$ cat src/assert_macros.svh
// Assertion macros shared by the RTL in this folder.
// Needs a clock and an active-high synchronous reset in the including scope.
`ifndef ASSERT_MACROS_SVH
`define ASSERT_MACROS_SVH

// Property checked at every rising clock edge outside reset.
`define ASSERT_CLK(label, clk, rst, prop, msg) \
   label: assert property (@(posedge clk) disable iff (rst) (prop)) else $error(msg);

// Antecedent in one cycle implies consequent in the next.
`define ASSERT_NEXT(label, clk, rst, ante, cons, msg) \
   label: assert property (@(posedge clk) disable iff (rst) (ante) |=> (cons)) \
      else $error(msg);

`endif

$ cat src/ipv4hc_pkg.sv
// Types and constants for the IPv4 receive header check.
// No dependencies.
`default_nettype none

package ipv4hc_pkg;

   localparam int unsigned HEADER_WORDS = 10;
   localparam int unsigned WORD_WIDTH   = 16;
   localparam int unsigned ADDR_WIDTH   = 32;
   localparam int unsigned PROTO_WIDTH  = 8;
   localparam int unsigned CSR_INDEX_WIDTH = 1;

   typedef logic [3:0] word_index_type;

   localparam word_index_type WORD_COUNT_IDLE = word_index_type'(HEADER_WORDS);
   localparam word_index_type WORD_VER_IHL    = 4'd0;
   localparam word_index_type WORD_FRAGMENT   = 4'd3;
   localparam word_index_type WORD_PROTOCOL   = 4'd4;
   localparam word_index_type WORD_SRC_HIGH   = 4'd6;
   localparam word_index_type WORD_SRC_LOW    = 4'd7;
   localparam word_index_type WORD_DST_HIGH   = 4'd8;
   localparam word_index_type WORD_DST_LOW    = 4'd9;

   localparam logic [3:0]  IHL_NO_OPTIONS  = 4'd5;
   localparam logic [15:0] CHECKSUM_GOOD   = 16'hFFFF;

   localparam logic [PROTO_WIDTH-1:0] PROTO_ICMP = 8'd1;
   localparam logic [PROTO_WIDTH-1:0] PROTO_TCP  = 8'd6;
   localparam logic [PROTO_WIDTH-1:0] PROTO_UDP  = 8'd17;

   typedef enum logic [CSR_INDEX_WIDTH-1:0] {
      CSR_LOCAL_ADDRESS     = 1'd0,
      CSR_BROADCAST_ADDRESS = 1'd1
   } csr_index_type;

   typedef enum logic [2:0] {
      VERDICT_UDP          = 3'd0,
      VERDICT_TCP          = 3'd1,
      VERDICT_ICMP         = 3'd2,
      VERDICT_PROTO_UNREACH = 3'd3,
      VERDICT_NOT_US       = 3'd4,
      VERDICT_BAD_CHECKSUM = 3'd5,
      VERDICT_OPTIONS      = 3'd6,
      VERDICT_FRAGMENT     = 3'd7
   } verdict_type;

endpackage

`default_nettype wire

$ cat src/ipv4_rx_header_check_unit.sv
// IPv4 receive header check: folds ten header words into one verdict.
// Depends on ipv4hc_pkg and assert_macros.svh.
//
//   channel | direction | handshake        | payload
//   req     | in        | valid / ready    | header_word, first_word
//   rsp     | out       | valid / ready    | verdict, source_address, protocol
//   csr     | in        | write enable     | index, write_data
//
// One word per cycle unless stalled; verdict in the cycle after word ten.
// The result register sits between the word accumulator and the rsp side:
// a request is taken while the result register is empty or being taken.
// Reset (synchronous) closes any open header and clears both addresses.
`default_nettype none
`include "assert_macros.svh"

module ipv4_rx_header_check_unit (
   input  wire logic                                      clock,
   input  wire logic                                      reset,
   input  wire logic                                      req_valid,
   output logic                                           req_ready,
   input  wire logic [ipv4hc_pkg::WORD_WIDTH-1:0]         req_header_word,
   input  wire logic                                      req_first_word,
   output logic                                           rsp_valid,
   input  wire logic                                      rsp_ready,
   output logic [2:0]                                     rsp_verdict,
   output logic [ipv4hc_pkg::ADDR_WIDTH-1:0]              rsp_source_address,
   output logic [ipv4hc_pkg::PROTO_WIDTH-1:0]             rsp_protocol,
   input  wire logic                                      csr_write_enable,
   input  wire logic [ipv4hc_pkg::CSR_INDEX_WIDTH-1:0]    csr_index,
   input  wire logic [ipv4hc_pkg::ADDR_WIDTH-1:0]         csr_write_data
);
   import ipv4hc_pkg::*;

   logic [ADDR_WIDTH-1:0]  local_address_ff, local_address_in;
   logic [ADDR_WIDTH-1:0]  broadcast_address_ff, broadcast_address_in;

   word_index_type         word_count_ff, word_count_in;
   logic [WORD_WIDTH-1:0]  checksum_sum_ff, checksum_sum_in;
   logic [ADDR_WIDTH-1:0]  source_capture_ff, source_capture_in;
   logic [WORD_WIDTH-1:0]  dest_upper_half_ff, dest_upper_half_in;
   logic                   length_ok_ff, length_ok_in;
   logic                   fragment_seen_ff, fragment_seen_in;
   logic [PROTO_WIDTH-1:0] protocol_capture_ff, protocol_capture_in;

   logic                   rsp_valid_ff, rsp_valid_in;
   verdict_type            rsp_verdict_ff, rsp_verdict_in;
   logic [ADDR_WIDTH-1:0]  rsp_source_address_ff, rsp_source_address_in;
   logic [PROTO_WIDTH-1:0] rsp_protocol_ff, rsp_protocol_in;

   logic                   req_accept;
   logic                   header_open;
   logic                   word_active;
   logic                   result_fire;
   word_index_type         word_index;
   logic [WORD_WIDTH-1:0]  sum_base;
   logic [WORD_WIDTH:0]    sum_wide;
   logic [WORD_WIDTH:0]    sum_fold;
   logic [ADDR_WIDTH-1:0]  dest_address;
   verdict_type            verdict;

   assign req_ready  = !rsp_valid_ff || rsp_ready;
   assign req_accept = req_valid && req_ready;

   assign header_open = (word_count_ff < WORD_COUNT_IDLE);
   assign word_active = req_accept && (req_first_word || header_open);
   assign word_index  = req_first_word ? WORD_VER_IHL : word_count_ff;
   assign result_fire = word_active && (word_index == WORD_DST_LOW);

   // ones-complement add with end-around carry
   assign sum_base = req_first_word ? '0 : checksum_sum_ff;
   assign sum_wide = {1'b0, sum_base} + {1'b0, req_header_word};
   assign sum_fold = {1'b0, sum_wide[WORD_WIDTH-1:0]}
                   + {{WORD_WIDTH{1'b0}}, sum_wide[WORD_WIDTH]};

   assign dest_address = {dest_upper_half_ff, req_header_word};

   always_comb begin
      if (dest_address != local_address_ff && dest_address != broadcast_address_ff) begin
         verdict = VERDICT_NOT_US;
      end else if (sum_fold[WORD_WIDTH-1:0] != CHECKSUM_GOOD) begin
         verdict = VERDICT_BAD_CHECKSUM;
      end else if (!length_ok_ff) begin
         verdict = VERDICT_OPTIONS;
      end else if (fragment_seen_ff) begin
         verdict = VERDICT_FRAGMENT;
      end else if (protocol_capture_ff == PROTO_UDP) begin
         verdict = VERDICT_UDP;
      end else if (protocol_capture_ff == PROTO_TCP) begin
         verdict = VERDICT_TCP;
      end else if (protocol_capture_ff == PROTO_ICMP) begin
         verdict = VERDICT_ICMP;
      end else begin
         verdict = VERDICT_PROTO_UNREACH;
      end
   end

   always_comb begin
      local_address_in     = local_address_ff;
      broadcast_address_in = broadcast_address_ff;
      if (csr_write_enable) begin
         case (csr_index_type'(csr_index))
            CSR_LOCAL_ADDRESS:     local_address_in = csr_write_data;
            CSR_BROADCAST_ADDRESS: broadcast_address_in = csr_write_data;
            default: ;
         endcase
      end
   end

   always_comb begin
      word_count_in       = word_count_ff;
      checksum_sum_in     = checksum_sum_ff;
      source_capture_in   = source_capture_ff;
      dest_upper_half_in  = dest_upper_half_ff;
      length_ok_in        = length_ok_ff;
      fragment_seen_in    = fragment_seen_ff;
      protocol_capture_in = protocol_capture_ff;
      if (word_active) begin
         word_count_in   = word_index + 4'd1;
         checksum_sum_in = sum_fold[WORD_WIDTH-1:0];
         case (word_index)
            WORD_VER_IHL:  length_ok_in = (req_header_word[11:8] == IHL_NO_OPTIONS);
            WORD_FRAGMENT: fragment_seen_in = (req_header_word[12:0] != 13'd0);
            WORD_PROTOCOL: protocol_capture_in = req_header_word[PROTO_WIDTH-1:0];
            WORD_SRC_HIGH: source_capture_in[ADDR_WIDTH-1:WORD_WIDTH] = req_header_word;
            WORD_SRC_LOW:  source_capture_in[WORD_WIDTH-1:0] = req_header_word;
            WORD_DST_HIGH: dest_upper_half_in = req_header_word;
            default: ;
         endcase
      end
   end

   always_comb begin
      rsp_valid_in          = rsp_valid_ff && !rsp_ready;
      rsp_verdict_in        = rsp_verdict_ff;
      rsp_source_address_in = rsp_source_address_ff;
      rsp_protocol_in       = rsp_protocol_ff;
      if (result_fire) begin
         rsp_valid_in          = 1'b1;
         rsp_verdict_in        = verdict;
         rsp_source_address_in = source_capture_ff;
         rsp_protocol_in       = protocol_capture_ff;
      end
   end

   always_ff @(posedge clock) begin
      if (reset) begin
         local_address_ff     <= '0;
         broadcast_address_ff <= '0;
         word_count_ff        <= WORD_COUNT_IDLE;
         checksum_sum_ff      <= '0;
         source_capture_ff    <= '0;
         dest_upper_half_ff   <= '0;
         length_ok_ff         <= 1'b0;
         fragment_seen_ff     <= 1'b0;
         protocol_capture_ff  <= '0;
         rsp_valid_ff         <= 1'b0;
      end else begin
         local_address_ff     <= local_address_in;
         broadcast_address_ff <= broadcast_address_in;
         word_count_ff        <= word_count_in;
         checksum_sum_ff      <= checksum_sum_in;
         source_capture_ff    <= source_capture_in;
         dest_upper_half_ff   <= dest_upper_half_in;
         length_ok_ff         <= length_ok_in;
         fragment_seen_ff     <= fragment_seen_in;
         protocol_capture_ff  <= protocol_capture_in;
         rsp_valid_ff         <= rsp_valid_in;
      end
   end

   always_ff @(posedge clock) begin
      rsp_verdict_ff        <= rsp_verdict_in;
      rsp_source_address_ff <= rsp_source_address_in;
      rsp_protocol_ff       <= rsp_protocol_in;
   end

   assign rsp_valid          = rsp_valid_ff;
   assign rsp_verdict        = rsp_verdict_ff;
   assign rsp_source_address = rsp_source_address_ff;
   assign rsp_protocol       = rsp_protocol_ff;

   `ASSERT_CLK(a_count_range, clock, reset, word_count_ff <= WORD_COUNT_IDLE, "word count out of range")
   `ASSERT_NEXT(a_stray_word_silent, clock, reset, req_accept && !req_first_word && !header_open, !rsp_valid_ff, "word outside a header produced a result")
   `ASSERT_CLK(a_new_result_closes, clock, reset, !$rose(rsp_valid_ff) || word_count_ff == WORD_COUNT_IDLE, "result issued with header still open")
   `ASSERT_CLK(a_udp_protocol, clock, reset, !(rsp_valid_ff && rsp_verdict_ff == VERDICT_UDP) || rsp_protocol_ff == PROTO_UDP, "udp verdict with other protocol")

endmodule

`default_nettype wire

$ cat config.mk
export PLATFORM = sky130hd
export DESIGN_NAME = ipv4_rx_header_check_unit
export DESIGN_NICKNAME = d
export VERILOG_FILES = /design/src/ipv4hc_pkg.sv /design/src/ipv4_rx_header_check_unit.sv
export VERILOG_INCLUDE_DIRS = /design/src /design/src/src
export SDC_FILE = /design/constraint.sdc
export NUM_CORES = 1
export LEC_CHECK = 0
export ABC_CLOCK_PERIOD_IN_PS = 8100
export CAP_MARGIN = 5
export CELL_PAD_IN_SITES_DETAIL_PLACEMENT = 1
export CELL_PAD_IN_SITES_GLOBAL_PLACEMENT = 1
export CORE_ASPECT_RATIO = 1.1
export CORE_MARGIN = 3
export CORE_UTILIZATION = 48
export DETAILED_ROUTE_END_ITERATION = 16
export DONT_BUFFER_PORTS = 1
export PLACE_DENSITY = 0.81
export SKIP_LAST_GASP = 1
export SYNTH_ARGS = -nofsm -noshare
export SYNTH_HDL_FRONTEND = slang
export SYNTH_SLANG_ARGS = --single-unit
$ cat constraint.sdc
create_clock -name clock -period 8.1 [get_ports clock]
set_clock_uncertainty 0.05 [all_clocks]
set_input_delay 1.62 -clock clock [delete_from_list [all_inputs] [get_ports clock]]
set_output_delay 1.62 -clock clock [all_outputs]
set_load 0.02 [all_outputs]
==> results.sh <==
export IMPL_syn_area_per_cell_sq_um=8.668
export IMPL_rsz0062_at_grt="no"
export IMPL_fin_util=0.5319
export IMPL_drv_cap=0
export IMPL_cts_tree="done"
export IMPL_p_int_mw=1.530
export IMPL_timing_rr_start="checksum_sum_ff[0]$_SDFFE_PP0P_"
export IMPL_syn_inst=1011
export IMPL_port_buffers=0
export IMPL_path_clk_slew_ps=70
export IMPL_std_cell_rows=51
export IMPL_instances_no_fill=1222
export IMPL_r2r_slack_ps=3040
export IMPL_cts_root_buf="clkbuf_16"
export IMPL_yosys_area_top_type="dfxtp_1"
export IMPL_synth_distinct_cells=70
export IMPL_grt_pass1_vias=7262
export IMPL_synth_edf_count=43
export IMPL_netlist_area_sq_mm=0.008763
export IMPL_antenna_found_initial=0
export IMPL_synth_warnings=0
export IMPL_min_from="source_capture_ff[6]$_SDFFE_PP0P_"
export IMPL_fin_nets=1049
export IMPL_status="completed"
export IMPL_antenna_cells=0
export IMPL_gr_total_overflow=0
export IMPL_ys_seq_area_frac=0.4740
export IMPL_grt_pass1_wl_mm=39.94
export IMPL_cp_end_kind="flip-flop"
export IMPL_die_x_um=134.8
export IMPL_final_hold_violation_count=0
export IMPL_remaining_drc_errors=0
export IMPL_worstPathArrival_ps=5980
export IMPL_yosys_top_cells_area="dfxtp_1 33%, edfxtp_1 15%, nand2_1 12%, a21oi_1 8.3%, xnor2_1 7.3%"
export IMPL_initial_utilization=0.4922
export IMPL_critPathKind="in -> reg"
export IMPL_r2r_end="rsp_verdict[2]$_SDFFCE_PP1P_"
export IMPL_p_sw_frac=0.2632
export IMPL_area_growth_pct=8.053
export IMPL_num_vias=7031
export IMPL_crit_start="req_first_word"
export IMPL_place_congestion=0.8557
export IMPL_p_seq_frac=0.479
export IMPL_worst_slack_ps=2237
export IMPL_synth_seq_cells=186
export IMPL_routedWlPerCell_um=20.86
export IMPL_hold_end="rsp_source_address[6]$_DFFE_PP_"
export IMPL_fin_tns_setup_ps=0
export IMPL_tightest_slew_ps=1051
export IMPL_synth_nets=1089
export IMPL_clockBufferDepth=2
export IMPL_period_needed_ps=5863
export IMPL_path_max_fanout=24
export IMPL_cts_max_level=4
export IMPL_postCtsSetupRepairBufs=0
export IMPL_drtAntennaViolNets=0
export IMPL_final_max_slew_violation_count=0
export IMPL_synthTopCellsByCount="274 x nand2_1, 145 x a21oi_1, 143 x dfxtp_1, 73 x xnor2_1, 63 x clkbuf_1"
export IMPL_p_leak_nw=3.153
export IMPL_yosys_area_top_type_share=0.3267
export IMPL_async_reset_ff_frac=0
export IMPL_worstPathRequired_ps=8220
export IMPL_synth_flop_cell="dfxtp_1"
export IMPL_powerDensity_mw_per_mm2=219.3
export IMPL_clock_latency_ps=430
export IMPL_peakVddDrop_v=0.0001621
export IMPL_setup_viol=0
export IMPL_reg2reg_depth=22
export IMPL_cts_sinks=186
export IMPL_synth_most_common_cell="nand2_1"
export IMPL_die_h_um=147.7
export IMPL_core_area_sq_mm=0.01780
export IMPL_first_iter_violations=464
export IMPL_die_area_sq_mm=0.01992
export IMPL_cts_resized=0
export IMPL_maxSlewHeadroom=0.2995
export IMPL_post_place_ws_ps=1868
export IMPL_hold_buffers=0
export IMPL_clockPowerShare=0.413
export IMPL_pin_count=100
export IMPL_dp_cells=1190
export IMPL_min_path_type="reg -> reg"
export IMPL_dpl_hpwl_mm=17.04
export IMPL_cts_made_buffers=17
export IMPL_startpoint_type="primary input"
export IMPL_grt_max_degree=144
export IMPL_max_freq_mhz=170.6
export IMPL_track_usage=0.2601
export IMPL_fin_crit_sh=0.7238
export IMPL_hold_path_depth=0
export IMPL_power_frac_comb=0.108
export IMPL_p_total_mw=2.077
export IMPL_firstDrtPassIters=5
export IMPL_drive_gt1_frac=0.06199
export IMPL_drt_wl_total_mm=25.49
export IMPL_drt_vias_per_instance=5.754
export IMPL_p_switching_uw=546.6
-- worst max-delay path, cell delays in order --
cell and delay [ps]:
nor2b_1 100, ha_1 230, inv_1 80, fa_1 400
nand2b_1 250, a21o_2 260, a31oi_1 230, o21a_1 190
o21ai_0 80, a21oi_1 150, o21ai_0 80, nand2b_1 120
ha_1 180, ha_1 230, o2111ai_1 170, a2111oi_4 410
a21boi_0 230, o211a_1 150, o2111ai_1 130, a2111oi_2 310
and4b_1 260, nand4_1 100
-- metal layers --
| metal | track usage | vias up | wire (um) |
|---|---|---|---|
| li1 | - | 3363 | - |
| met1 | 0.3106 | 3478 | 10080 |
| met2 | 0.4447 | 145 | 12950 |
| met3 | 0.06229 | 45 | 1474 |
| met4 | 0.1151 | 0 | 991 |
| met5 | 0 | - | 0 |
-- area by class of cell --
type / instances / area, sq um
Multi-Input combinational cell: 744 / 4302
Fill cell: 2117 / 8334
Clock inverter: 14 / 177.7
Sequential cell: 186 / 4154
Tap cell: 238 / 297.8
Clock buffer: 18 / 429.2
Timing Repair Buffer: 7 / 52.55
Inverter: 15 / 56.30
-- state kept, by name, summed over array words and instances, names as in the netlist --
name,count
broadcast_address_ff,32
local_address_ff,32
rsp_source_address,32
source_capture_ff,32
checksum_sum_ff,16
dest_upper_half_ff,16
protocol_capture_ff,8
rsp_protocol,8
word_count_ff,4
rsp_verdict,3
fragment_seen_ff,1
length_ok_ff,1
rsp_valid,1
-- layout by cell type (no fill, tap or decap), types with 5 or more instances in the layout --
cell type and n:
nand2_1 274, a21oi_1 145, dfxtp_1 143, xnor2_1 73
edfxtp_1 43, nor2_1 23, ha_1 22, nand4_1 20
nor2b_1 18, o21ai_0 18, clkbuf_16 17, inv_1 15
nand3_1 13, a211oi_1 11, nand2b_1 9, xor2_1 9
and3_1 7, nor4_1 7, buf_4 7, nor3_1 6
and2_1 6, o21a_1 5
-- logic make-up after synthesis --
family,Yosys count,share of synthesized area
AOI/OAI and AO/OA,226,0.1575
xor gates and xnor gates,84,0.08695
adders and majority gates,23,0.03369
buffers and inverters,81,0.03541
DFF,186,0.4740
muxes,1,0.001142
and+or+nand+nor,410,0.2113
-- power by group through the flow --
stage / clock (mW) / combinational, mW / sequential, mW
2_1_floorplan: 0 / 0.190 / 1.01
3_3_place_gp: 0 / 0.212 / 1.01
3_5_place_dp: 0 / 0.219 / 1.02
4_1_cts: 0.870 / 0.224 / 0.995
5_1_grt: 0.907 / 0.249 / 0.997
6_report: 0.859 / 0.224 / 0.994
-- stage by stage --
| stage | hold WS (ps) | area [sq um] |
|---|---|---|
| after floorplan | 358.1 | 8763 |
| after global placement | 362.1 | 8862 |
| after detailed placement | 368.6 | 8862 |
| after CTS | 385.5 | 9469 |
| after global routing | 388.6 | 9469 |
| final | 380.3 | 9469 |
-- worst max path at each step --
stage / to / slack, ps
floorplan: rsp_verdict[1]$_SDFFCE_PP0P_ / 2250
global placement: rsp_verdict[0]$_SDFFCE_PP0P_ / 2050
detailed placement: rsp_verdict[2]$_SDFFCE_PP1P_ / 1870
CTS: rsp_verdict[2]$_SDFFCE_PP1P_ / 2290
global route: rsp_verdict[2]$_SDFFCE_PP1P_ / 1850
finish: rsp_verdict[2]$_SDFFCE_PP1P_ / 2240
No activity file was read; power rests on OpenSTA's default activity.
